**src/llca_pkg.sv**
```systemverilog
// shared constants and types of the core allocator
package llca_pkg;

    localparam int MAX_CORES = 64;
    localparam int CORE_W    = 6;
    localparam int CNT_W     = 7;
    localparam int WGT_W     = 4;
    localparam int SUM_W     = $clog2(MAX_CORES * 8 + 1);
    localparam int AVG_W     = 4;
    localparam int TASK_W    = 32;
    localparam int MODE_W    = 2;
    localparam int CFG_IDX_W = 1;
    localparam int STEP_W    = $clog2(AVG_W);

    // scan limit is the core count capped at sixty-four
    localparam logic [CNT_W-1:0] MAX_EFF = CNT_W'((MAX_CORES < 64) ? MAX_CORES : 64);
    localparam logic [CNT_W-1:0] RESET_ACTIVE = CNT_W'(16);

    localparam logic [WGT_W-1:0] WGT_FLAT    = WGT_W'(5);
    localparam logic [WGT_W-1:0] LOWEST_INIT = {WGT_W{1'b1}};

    // request modes
    localparam logic [MODE_W-1:0] MODE_ALLOC   = 2'd0;
    localparam logic [MODE_W-1:0] MODE_RELEASE = 2'd1;
    localparam logic [MODE_W-1:0] MODE_QUERY   = 2'd2;

    // register indexes
    localparam logic [CFG_IDX_W-1:0] REG_ACTIVE_CORES   = 1'd0;
    localparam logic [CFG_IDX_W-1:0] REG_WEIGHT_PROFILE = 1'd1;

    // running scan record handed from cell to cell
    typedef struct packed {
        logic              found;
        logic [CORE_W-1:0] best;
        logic [WGT_W-1:0]  lowest;
        logic [SUM_W-1:0]  sum;
    } scan_rec_t;

    // write of one occupied bit, broadcast to the row
    typedef struct packed {
        logic              en;
        logic [CORE_W-1:0] idx;
        logic              val;
    } cell_wr_t;

endpackage

```
**src/llca_cell.sv**
```systemverilog
// one core cell: occupied bit and one scan step
module llca_cell (
    input  logic                     clk,
    input  logic                     rst_n,
    input  logic [llca_pkg::CORE_W-1:0] cell_idx,
    input  logic [llca_pkg::WGT_W-1:0]  boot_weight,
    input  logic [llca_pkg::CNT_W-1:0]  active_n,
    input  logic                     profile,
    input  llca_pkg::cell_wr_t       wr,
    input  logic                     rec_valid_in,
    input  llca_pkg::scan_rec_t      rec_in,
    output logic                     rec_valid_out,
    output llca_pkg::scan_rec_t      rec_out
);
    import llca_pkg::*;

    logic        occ_reg;
    logic        valid_reg;
    scan_rec_t   rec_reg;
    scan_rec_t   rec_next;
    logic [WGT_W-1:0] weight;
    logic        in_scan;

    assign weight  = profile ? WGT_FLAT : boot_weight;
    assign in_scan = {1'b0, cell_idx} < active_n;

    // scan step over active cores: add weight to the sum; first free core, else first of lowest weight
    always_comb
    begin
        rec_next = rec_in;
        if (in_scan)
        begin
            rec_next.sum = rec_in.sum + SUM_W'(weight);
            if (!rec_in.found)
            begin
                if (!occ_reg)
                begin
                    rec_next.found = 1'b1;
                    rec_next.best  = cell_idx;
                end
                else if (weight < rec_in.lowest)
                begin
                    rec_next.lowest = weight;
                    rec_next.best   = cell_idx;
                end
            end
        end
    end

    // occupied bit
    always_ff @(posedge clk or negedge rst_n)
    begin
        if (!rst_n)
            occ_reg <= 1'b0;
        else if (wr.en && (wr.idx == cell_idx))
            occ_reg <= wr.val;
    end

    // record handoff to the next cell
    always_ff @(posedge clk or negedge rst_n)
    begin
        if (!rst_n)
            valid_reg <= 1'b0;
        else
            valid_reg <= rec_valid_in;
    end

    always_ff @(posedge clk)
    begin
        if (rec_valid_in)
            rec_reg <= rec_next;
    end

    assign rec_valid_out = valid_reg;
    assign rec_out       = rec_reg;

endmodule

```
**src/llca_chain.sv**
```systemverilog
// row of core cells, one scan step per cell per cycle
module llca_chain (
    input  logic                     clk,
    input  logic                     rst_n,
    input  logic [llca_pkg::CNT_W-1:0] active_n,
    input  logic                     profile,
    input  llca_pkg::cell_wr_t       wr,
    input  logic                     head_valid,
    input  llca_pkg::scan_rec_t      head_rec,
    output logic                     tail_valid,
    output llca_pkg::scan_rec_t      tail_rec
);
    import llca_pkg::*;

    logic      link_valid [0:MAX_CORES];
    scan_rec_t link_rec   [0:MAX_CORES];

    assign link_valid[0] = head_valid;
    assign link_rec[0]   = head_rec;

    // boot weights are fixed per position
    for (genvar g = 0; g < MAX_CORES; g++)
    begin : g_cell
        localparam logic [WGT_W-1:0] BootW = (g == 0) ? WGT_W'(5) : WGT_W'(4 + (g % 5));

        llca_cell u_cell (
            .clk           (clk),
            .rst_n         (rst_n),
            .cell_idx      (CORE_W'(g)),
            .boot_weight   (BootW),
            .active_n      (active_n),
            .profile       (profile),
            .wr            (wr),
            .rec_valid_in  (link_valid[g]),
            .rec_in        (link_rec[g]),
            .rec_valid_out (link_valid[g+1]),
            .rec_out       (link_rec[g+1])
        );
    end

    assign tail_valid = link_valid[MAX_CORES];
    assign tail_rec   = link_rec[MAX_CORES];

endmodule

```
**src/llca_div.sv**
```systemverilog
// shift-subtract divider, one quotient bit per cycle
module llca_div (
    input  logic                     clk,
    input  logic                     rst_n,
    input  logic                     start,
    input  logic [llca_pkg::SUM_W-1:0] dividend,
    input  logic [llca_pkg::CNT_W-1:0] divisor,
    output logic                     done,
    output logic [llca_pkg::AVG_W-1:0] quotient
);
    import llca_pkg::*;

    localparam int DIV_W = SUM_W + AVG_W;

    logic              run_reg;
    logic              done_reg;
    logic [STEP_W-1:0] step_reg;
    logic [SUM_W-1:0]  rem_reg;
    logic [AVG_W-1:0]  q_reg;
    logic [DIV_W-1:0]  shifted;
    logic              fits;

    assign shifted = DIV_W'(divisor) << step_reg;
    assign fits    = {{AVG_W{1'b0}}, rem_reg} >= shifted;

    // control
    always_ff @(posedge clk or negedge rst_n)
    begin
        if (!rst_n)
        begin
            run_reg  <= 1'b0;
            done_reg <= 1'b0;
            step_reg <= '0;
        end
        else
        begin
            done_reg <= run_reg && (step_reg == '0);
            if (start)
            begin
                run_reg  <= 1'b1;
                step_reg <= STEP_W'(AVG_W - 1);
            end
            else if (run_reg)
            begin
                if (step_reg == '0)
                    run_reg <= 1'b0;
                else
                    step_reg <= step_reg - 1'b1;
            end
        end
    end

    // remainder and quotient
    always_ff @(posedge clk)
    begin
        if (start)
        begin
            rem_reg <= dividend;
            q_reg   <= '0;
        end
        else if (run_reg && fits)
        begin
            rem_reg         <= rem_reg - shifted[SUM_W-1:0];
            q_reg[step_reg] <= 1'b1;
        end
    end

    assign done     = done_reg;
    assign quotient = q_reg;

endmodule

```
**src/least_loaded_core_allocator_core.sv**
```systemverilog
// core allocator top level: request control, config registers, cell row, divider
// An allocate or query request runs a scan record through a row of 64 core
// cells, one cell per clock, so allocate answers once the record leaves the
// last cell, and query answers once the divider that follows has formed the
// mean. Release and the unused mode answer on the next cycle. busy is high
// while a scan or division runs; start is taken only when busy is low. Each
// answer shows on the result ports for exactly one cycle with done high and
// is not held, so the receiver must take it then. Configuration writes are
// always ready and belong in idle time.
module least_loaded_core_allocator_core (
    input  logic                          clk,
    input  logic                          rst_n,
    input  logic                          start,
    output logic                          busy,
    input  logic [llca_pkg::MODE_W-1:0]   mode,
    input  logic [llca_pkg::TASK_W-1:0]   task_id,
    input  logic [llca_pkg::CORE_W-1:0]   core_sel,
    output logic                          done,
    output logic [llca_pkg::CORE_W-1:0]   core_index,
    output logic                          was_busy,
    output logic [llca_pkg::AVG_W-1:0]    load_average,
    input  logic                          cfg_valid,
    output logic                          cfg_ready,
    input  logic [llca_pkg::CFG_IDX_W-1:0] cfg_index,
    input  logic [llca_pkg::CNT_W-1:0]    cfg_data
);
    import llca_pkg::*;

    typedef enum logic [1:0] {
        ST_IDLE,
        ST_SCAN,
        ST_DIV
    } state_t;

    state_t            state_reg;
    logic [CNT_W-1:0]  active_n_reg;
    logic              profile_reg;
    logic              inj_valid_reg;
    logic [MODE_W-1:0] mode_reg;
    logic              task_nz_reg;
    logic [CORE_W-1:0] sel_reg;
    logic              done_reg;
    logic [CORE_W-1:0] core_index_reg;
    logic              was_busy_reg;
    logic [AVG_W-1:0]  load_avg_reg;

    logic              accept;
    logic              tail_valid;
    scan_rec_t         tail_rec;
    scan_rec_t         head_rec;
    cell_wr_t          wr;
    logic              scan_end;
    logic              div_start;
    logic              div_done;
    logic [AVG_W-1:0]  div_q;
    logic [CNT_W-1:0]  clamp_n;

    assign accept    = start && (state_reg == ST_IDLE);
    assign busy      = state_reg != ST_IDLE;
    assign cfg_ready = 1'b1;
    assign scan_end  = (state_reg == ST_SCAN) && tail_valid;
    assign div_start = scan_end && (mode_reg == MODE_QUERY);

    // fresh scan record
    always_comb
    begin
        head_rec.found  = 1'b0;
        head_rec.best   = '0;
        head_rec.lowest = LOWEST_INIT;
        head_rec.sum    = '0;
    end

    // occupied bit writes: release at accept, claim at end of an allocate scan (cleared for task id zero)
    always_comb
    begin
        wr.en  = 1'b0;
        wr.idx = core_sel;
        wr.val = 1'b0;
        if (accept && (mode == MODE_RELEASE))
            wr.en = 1'b1;
        else if (scan_end && (mode_reg == MODE_ALLOC))
        begin
            wr.en  = 1'b1;
            wr.idx = tail_rec.best;
            wr.val = task_nz_reg;
        end
    end

    // active count clamped to one through the scan limit
    always_comb
    begin
        if (cfg_data == '0)
            clamp_n = CNT_W'(1);
        else if (cfg_data > MAX_EFF)
            clamp_n = MAX_EFF;
        else
            clamp_n = cfg_data;
    end

    // config registers
    always_ff @(posedge clk or negedge rst_n)
    begin
        if (!rst_n)
        begin
            active_n_reg <= RESET_ACTIVE;
            profile_reg  <= 1'b0;
        end
        else if (cfg_valid && cfg_ready)
        begin
            unique case (cfg_index)
                REG_ACTIVE_CORES:   active_n_reg <= clamp_n;
                REG_WEIGHT_PROFILE: profile_reg  <= cfg_data[0];
                default:            ;
            endcase
        end
    end

    // request sequencer and result registers
    always_ff @(posedge clk or negedge rst_n)
    begin
        if (!rst_n)
        begin
            state_reg     <= ST_IDLE;
            inj_valid_reg <= 1'b0;
            done_reg      <= 1'b0;
        end
        else
        begin
            inj_valid_reg <= 1'b0;
            done_reg      <= 1'b0;
            unique case (state_reg)
                ST_IDLE:
                begin
                    if (accept)
                    begin
                        if ((mode == MODE_ALLOC) || (mode == MODE_QUERY))
                        begin
                            inj_valid_reg <= 1'b1;
                            state_reg     <= ST_SCAN;
                        end
                        else
                        begin
                            done_reg <= 1'b1;
                        end
                    end
                end
                ST_SCAN:
                begin
                    if (tail_valid)
                    begin
                        if (mode_reg == MODE_QUERY)
                            state_reg <= ST_DIV;
                        else
                        begin
                            done_reg  <= 1'b1;
                            state_reg <= ST_IDLE;
                        end
                    end
                end
                ST_DIV:
                begin
                    if (div_done)
                    begin
                        done_reg  <= 1'b1;
                        state_reg <= ST_IDLE;
                    end
                end
                default: state_reg <= ST_IDLE;
            endcase
        end
    end

    // request fields and result payload
    always_ff @(posedge clk)
    begin
        if (accept)
        begin
            mode_reg       <= mode;
            task_nz_reg    <= task_id != '0;
            sel_reg        <= core_sel;
            core_index_reg <= core_sel;
            was_busy_reg   <= 1'b0;
            load_avg_reg   <= '0;
        end
        else if (scan_end && (mode_reg == MODE_ALLOC))
        begin
            core_index_reg <= tail_rec.best;
            was_busy_reg   <= !tail_rec.found;
        end
        else if ((state_reg == ST_DIV) && div_done)
        begin
            core_index_reg <= sel_reg;
            load_avg_reg   <= div_q;
        end
    end

    llca_chain u_chain (
        .clk        (clk),
        .rst_n      (rst_n),
        .active_n   (active_n_reg),
        .profile    (profile_reg),
        .wr         (wr),
        .head_valid (inj_valid_reg),
        .head_rec   (head_rec),
        .tail_valid (tail_valid),
        .tail_rec   (tail_rec)
    );

    llca_div u_div (
        .clk      (clk),
        .rst_n    (rst_n),
        .start    (div_start),
        .dividend (tail_rec.sum),
        .divisor  (active_n_reg),
        .done     (div_done),
        .quotient (div_q)
    );

    assign done         = done_reg;
    assign core_index   = core_index_reg;
    assign was_busy     = was_busy_reg;
    assign load_average = load_avg_reg;

endmodule

```
**config.mk**
```make
export PLATFORM = sky130hd
export DESIGN_NAME = least_loaded_core_allocator_core
export DESIGN_NICKNAME = d
export VERILOG_FILES = /design/src/llca_pkg.sv /design/src/llca_cell.sv /design/src/llca_chain.sv /design/src/llca_div.sv /design/src/least_loaded_core_allocator_core.sv
export SDC_FILE = /design/constraint.sdc
export NUM_CORES = 2
export LEC_CHECK = 0
export BUFFER_PORTS_ARGS = -buffer_cell sky130_fd_sc_hd__buf_2
export CAP_MARGIN = 10
export CORE_UTILIZATION = 60
export CTS_BUF_LIST = sky130_fd_sc_hd__clkbuf_2
export DETAILED_ROUTE_END_ITERATION = 16
export PLACE_DENSITY = 0.86
export RECOVER_POWER = 100
export SLEW_MARGIN = 15
export SYNTH_ARGS = -nofsm -noshare
export SYNTH_HDL_FRONTEND = slang
export SYNTH_SLANG_ARGS = --single-unit
```
**constraint.sdc**
```tcl
create_clock -name clk -period 9.3 [get_ports clk]
set_input_delay 1.395 -clock clk [delete_from_list [all_inputs] [get_ports clk]]
set_output_delay 1.395 -clock clk [all_outputs]
set_load 0.02 [all_outputs]
```
# --- Yosys cells after proc, flatten, opt, wreduce, memory -nomap -nowiden ---
# Index checks and enable logic that the tools add are counted.
op_classes:
  n_shift: 1
  n_div: 0
  magnitude_cmp: 131
  eq_ne: 73
  muxes: 418
  addsub: 65
  reduce_logical: 91
  n_mul: 0
  bitwise: 3
ops:
  columns: ["cell", "n"]
  rows:
  - ["21-bit 2-to-1 mux", 63]
  - ["11-bit 2-to-1 mux", 63]
  - ["10-bit 2-to-1 mux", 65]
  - ["10-bit by 4-bit adder with 10-bit output", 50]
  - ["6-bit 2-to-1 mux", 66]
  - ["4-bit 2-to-1 mux", 65]
  - ["6-bit by 7-bit less-than comparator with 1-bit output, first input constant", 32]
  - ["4-bit less-than comparator", 50]
  - ["6-bit == test, second input constant", 32]
  - ["10-bit by 3-bit adder with 10-bit output, second input constant", 13]
  - ["5-bit by 7-bit less-than comparator with 1-bit output, first input constant", 16]
  - ["6-bit by 5-bit == test with 1-bit output, second input constant", 16]
  - ["1-bit 2-to-1 mux", 78]
  - ["1-bit logical AND", 73]
  - ["4-bit by 7-bit less-than comparator with 1-bit output, first input constant", 8]
  - ["3-bit by 4-bit less-than comparator with 1-bit output, first input constant", 13]
  - ["6-bit by 4-bit == test with 1-bit output, second input constant", 8]
  - ["32-bit nonzero test", 1]
  - ["3-bit by 7-bit less-than comparator with 1-bit output, first input constant", 4]
  - ["6-bit by 3-bit == test with 1-bit output, second input constant", 4]
  - ["7-bit 2-to-1 mux", 3]
  - ["2-bit 2-to-1 mux", 10]
  - ["10-bit by 14-bit greater-or-equal comparator with 1-bit output", 1]
  - ["1-bit by 7-bit less-than comparator with 1-bit output, first input constant", 2]
  - ["other kinds (29)", 46]
totals:
  latch_bits: 0
  out_inout_bits: 14
  mem_count: 0
  wordCells: 1181
  romBits: 0
  mem_bits_rw: 0
  input_bits: 52
  register_bits: 1518

# --- Longest topological paths before layout ---
logic_depth:
  ltp_word: 7
  ltp_mapped: 13
  depth_no_buf: 10

# --- Hierarchy ---
# Synthesis repeated with hierarchy kept, for this count alone.
hier_totals:
  cells_unflattened: 8058
  area_unflattened_um2: 96968.0
by_module_without_submodules:
  columns: ["mod", "area_each_um2", "seq_area_each_um2", "n_inst", "cells_per_inst"]
  rows:
  - ["llca_cell (u_chain.g_cell[15].u_cell ...)", 1475.2, 680.7, 45, 122]
  - ["llca_cell (u_chain.g_cell[0].u_cell ...)", 1453.9, 680.7, 18, 120]
  - ["least_loaded_core_allocator_core", 1526.5, 852.1, 1, 130]
  - ["llca_cell (u_chain.g_cell[9].u_cell)", 1486.4, 680.7, 1, 120]
  - ["llca_div", 1395.1, 480.5, 1, 156]
  - ["llca_chain", 7.5, 0.0, 1, 2]

# --- Worst setup path before layout ---
# No wires, ideal clock.
synth_path:
  path_type: "reg-to-reg"
  start: "register profile_reg"
  end: "register u_chain.g_cell[44].u_cell.rec_reg, in the netlist u_chain.g_cell[44].u_cell.rec_out[10] (data pin)"
  required_ns: 9.040
  arrival_ns: 6.316
  stages_incl_launch_ff: 9
  setup_ns: 0.260
  n_path_buf: 2
  slack_ns: 2.724
  synth_period_minus_slack_ns: 6.576
  path_cell_list: "dfrtp_1 -> buf_2 -> clkinv_1 -> clkbuf_1 -> ha_1 -> a21oi_1 -> o21ai_0 -> nor4b_2 -> mux2_2"
synth_lines:
  columns: ["item", "line", "rtl"]
  rows:
  - ["start: declaration", "least_loaded_core_allocator_core.sv:37", "logic profile_reg;"]
  - ["start signal: assignment", "least_loaded_core_allocator_core.sv:112", "REG_WEIGHT_PROFILE: profile_reg <= cfg_data[0];"]
  - ["end signal: assignment", "llca_cell.sv:71", "rec_reg <= rec_next;"]
  - ["end: declaration", "llca_cell.sv:19", "scan_rec_t rec_reg;"]

==> results.cfg <==
[global_route]
gr-usage-met1 = 0.309
grtUsageMet2 = 0.415
grt_pass1_wl_um = 214000
top_usage_layer = met2
global_route.overflow_total = 0
maximum_number_of_pins_on_one_net_before_global_route_repair = 139
global_route.usage.met3 = 0.0573
globalRouteTotalUtil = 0.249
antenna_found_initial = 5
vias_in_the_first_global_route = 41100

[timing]
layout_worst_path_cycle_share = 0.578
final_hold_viol_count = 0
clock-skew-final_ps = 178
setup_violations_final = 0
final.setup.worst_slack_ps = 3920
slew_headroom = -1.29
report.final.slew_viol_count = 273
setup-tns-final_ps = 0
grt_setup_unrepaired = no
worstMarginPinSlew_ps = 3440
fmax_mhz = 186
post-route-min-period_ps = 5380

[power]
internal-power_mw = 9.41
power.share.sequential = 0.568
share_comb_of_total_power = 0.105
leakage_nw = 26.2
switching_power_mw = 3.55
pwr_density_cell_nw_per_um2 = 185
vdd_ir_drop_max_mv = 0.117
power.share.switching = 0.274
p_clk_frac = 0.326

[cells_and_area]
layout.cells.most_common = sky130_fd_sc_hd__edfxtp_1
final_layout_size_suffix_gt1_frac = 0.166
number_of_flip_flops_in_the_largest_register = 1236
util_after_layout = 0.651
commonest_cells_after_routing_fill_and_taps_aside = sky130_fd_sc_hd__edfxtp_1, sky130_fd_sc_hd__clkbuf_2, sky130_fd_sc_hd__nor2_1, sky130_fd_sc_hd__nand2_1, sky130_fd_sc_hd__xnor2_1
nNetsFinal = 5480
num-fill-cells = 7412
area_growth_syn_to_layout_pct = 6.87
layoutNonFillerInstCount = 6920

[synth]
synthesis.area_per_instance_um2 = 13.5
synth.top_cells.by_area = sky130_fd_sc_hd__edfxtp_1, sky130_fd_sc_hd__dfrtp_1, sky130_fd_sc_hd__xnor2_1
yosys_warnings = 0
postSynth.asyncResetShare = 0.102
synth-edff-count = 1261
synth_top_area_frac = 0.577
synth_ff_type = sky130_fd_sc_hd__edfxtp_1
postSynthNetCount = 5126
netlist_instances = 4873
synth.lib_cells_used.distinct = 105
syn-cell-area_um2 = 65600
ys_ff_latch = 1414
sequential_share_of_the_synthesized_area = 0.635
synth.largest_area_cell = sky130_fd_sc_hd__edfxtp_1

[clock_network]
total_clock_buffers_created_by_cts = 359
worst_skew_late_latency_ps = 1630
cts_setup_buffers = 0
sink_count = 1414
tritoncts = built
clock_tree.root_cell = sky130_fd_sc_hd__clkbuf_2
postCtsHoldBufs = 5
worst_setup_hold_path_clk_slew_ps = 120
cts_resized = 0
max-clock-path-buffers = 4
h_tree_level_count = 5

[floorplan]
fp-row-count = 120
die-area_um2 = 111000
core_area_um2 = 108000
initial_core_utilization = 0.609
design.portCount = 66
floorplan.die.width_um = 333
die_h_um = 333

[critical_path]
worstSetupEndpointType = flip-flop
critical_path.reg2reg.startpoint = active_n_reg[6]
worstPathMaxFanout = 48
startpoint = active_n_reg[6]
arrival_time_reported_for_the_critical_path_endpoint_ps = 6710
criticalPathCategory = reg2reg
required_ps = 10630
timing.critical_path.from_type = flip-flop

[worst_hold_path]
hold_path_class = in2reg
worst_hold_launch = cfg_data[2]

[routing]
routed_via_density = 5.90
drtPass1Iterations = 6
route.antenna.remaining_nets = 0
finalWirelength_um = 138000
dr.first_iter.drc_count = 4210
post_drt_wl_per_cell_um = 19.9
drt_drc_violations_left = 0
routed_via_count = 40800

[run]
max-cap-violations = 14

[placement]
half_perimeter_wire_length_after_detailed_placement_um = 94400
place_ws_ps = 5830
io_buffer_count = 64
routabilityCongestion = 0.884
post-place-cells = 6264

[run_status]
violations_in_the_final_reports = max-capacitance violations, max-slew violations
run_status = finished, violations left
==> layout make-up <==
class | instances | area (µm²) | area share
clock buffers | 540 | 2700 | 0.0385
well taps | 1403 | 1760 | 0.0250
diodes | 9 | 22.5 | 0.000321
repair buffers | 91 | 472 | 0.00673
inverters | 121 | 459 | 0.00655
clock inverters | 102 | 591 | 0.00842
multi-input cells | 3240 | 22500 | 0.321
flip-flops and latches | 1414 | 41700 | 0.594
==> final timing paths <==
kind | endpoint | slack [ps] | cells after the start
max | u_chain.g_cell[44].u_cell.rec_out[10] | 3920 | 6
min | active_n_reg[2] | 130 | 3
max reg2reg | u_chain.g_cell[44].u_cell.rec_out[10] | 3920 | 6
min reg2reg | u_chain.g_cell[9].u_cell.rec_out[3] | 440 | 2
max in group asynchronous | active_n_reg[5] | 4600 | 3
min in group asynchronous | u_chain.g_cell[22].u_cell.rec_valid_out | 520 | 2
==> per-layer routing <==
| metal | wire, µm | vias up |
|---|---|---|
| met5 | 10 | - |
| met4 | 4830 | 2 |
| met3 | 12800 | 322 |
| met2 | 67700 | 1858 |
| met1 | 52600 | 19900 |
| li1 | - | 18700 |
==> logic make-up after synthesis <==
group	Yosys count	share of synthesized area
and+or+nand+nor	1657	0.132
DFF	1414	0.635
AOI/OAI and AO/OA	685	0.0739
xor gates and xnor gates	505	0.0674
buffers and inverters	219	0.0153
adders and majority gates	201	0.0414
muxes	191	0.0349
other	1	0.0000571
==> critical path, stage by stage (launching register included) <==
cell and delay (ps):
sky130_fd_sc_hd__dfrtp_2 370, sky130_fd_sc_hd__clkbuf_1 1900, sky130_fd_sc_hd__or2_0 380, sky130_fd_sc_hd__clkbuf_1 930, sky130_fd_sc_hd__a21oi_1 560, sky130_fd_sc_hd__nor4b_1 650
sky130_fd_sc_hd__mux2_2 390
==> synth_stat cells (128+ instances only) <==
cell type and instances:
sky130_fd_sc_hd__a21oi_1 133, sky130_fd_sc_hd__dfrtp_1 143, sky130_fd_sc_hd__edfxtp_1 1261, sky130_fd_sc_hd__ha_1 174, sky130_fd_sc_hd__mux2_2 128, sky130_fd_sc_hd__nand2_1 314, sky130_fd_sc_hd__nand3_1 146, sky130_fd_sc_hd__nor2_1 385
sky130_fd_sc_hd__nor2b_1 143, sky130_fd_sc_hd__or2_2 132, sky130_fd_sc_hd__xnor2_1 269, sky130_fd_sc_hd__xor2_1 236
==> power by group through the flow <==
stage | Clock (mW) | Combinational (mW) | Sequential [mW]
2_1_floorplan | 0 | 1.01 | 7.45
3_3_place_gp | 0 | 1.31 | 7.50
3_5_place_dp | 0 | 1.39 | 7.51
4_1_cts | 4.32 | 1.40 | 7.37
5_1_grt | 4.64 | 1.50 | 7.39
6_report | 4.23 | 1.37 | 7.37
==> stage by stage <==
stage          power [mW]  hold WS, ps  cell area, µm²
3_5_place_dp         8.89          438           67400
2_1_floorplan        8.46          406           65600
5_1_grt              13.5         46.3           70100
3_3_place_gp         8.80          417           67400
4_1_cts              13.1         11.6           70700
6_report             13.0          127           70100
(Power assumes the default switching activity.)
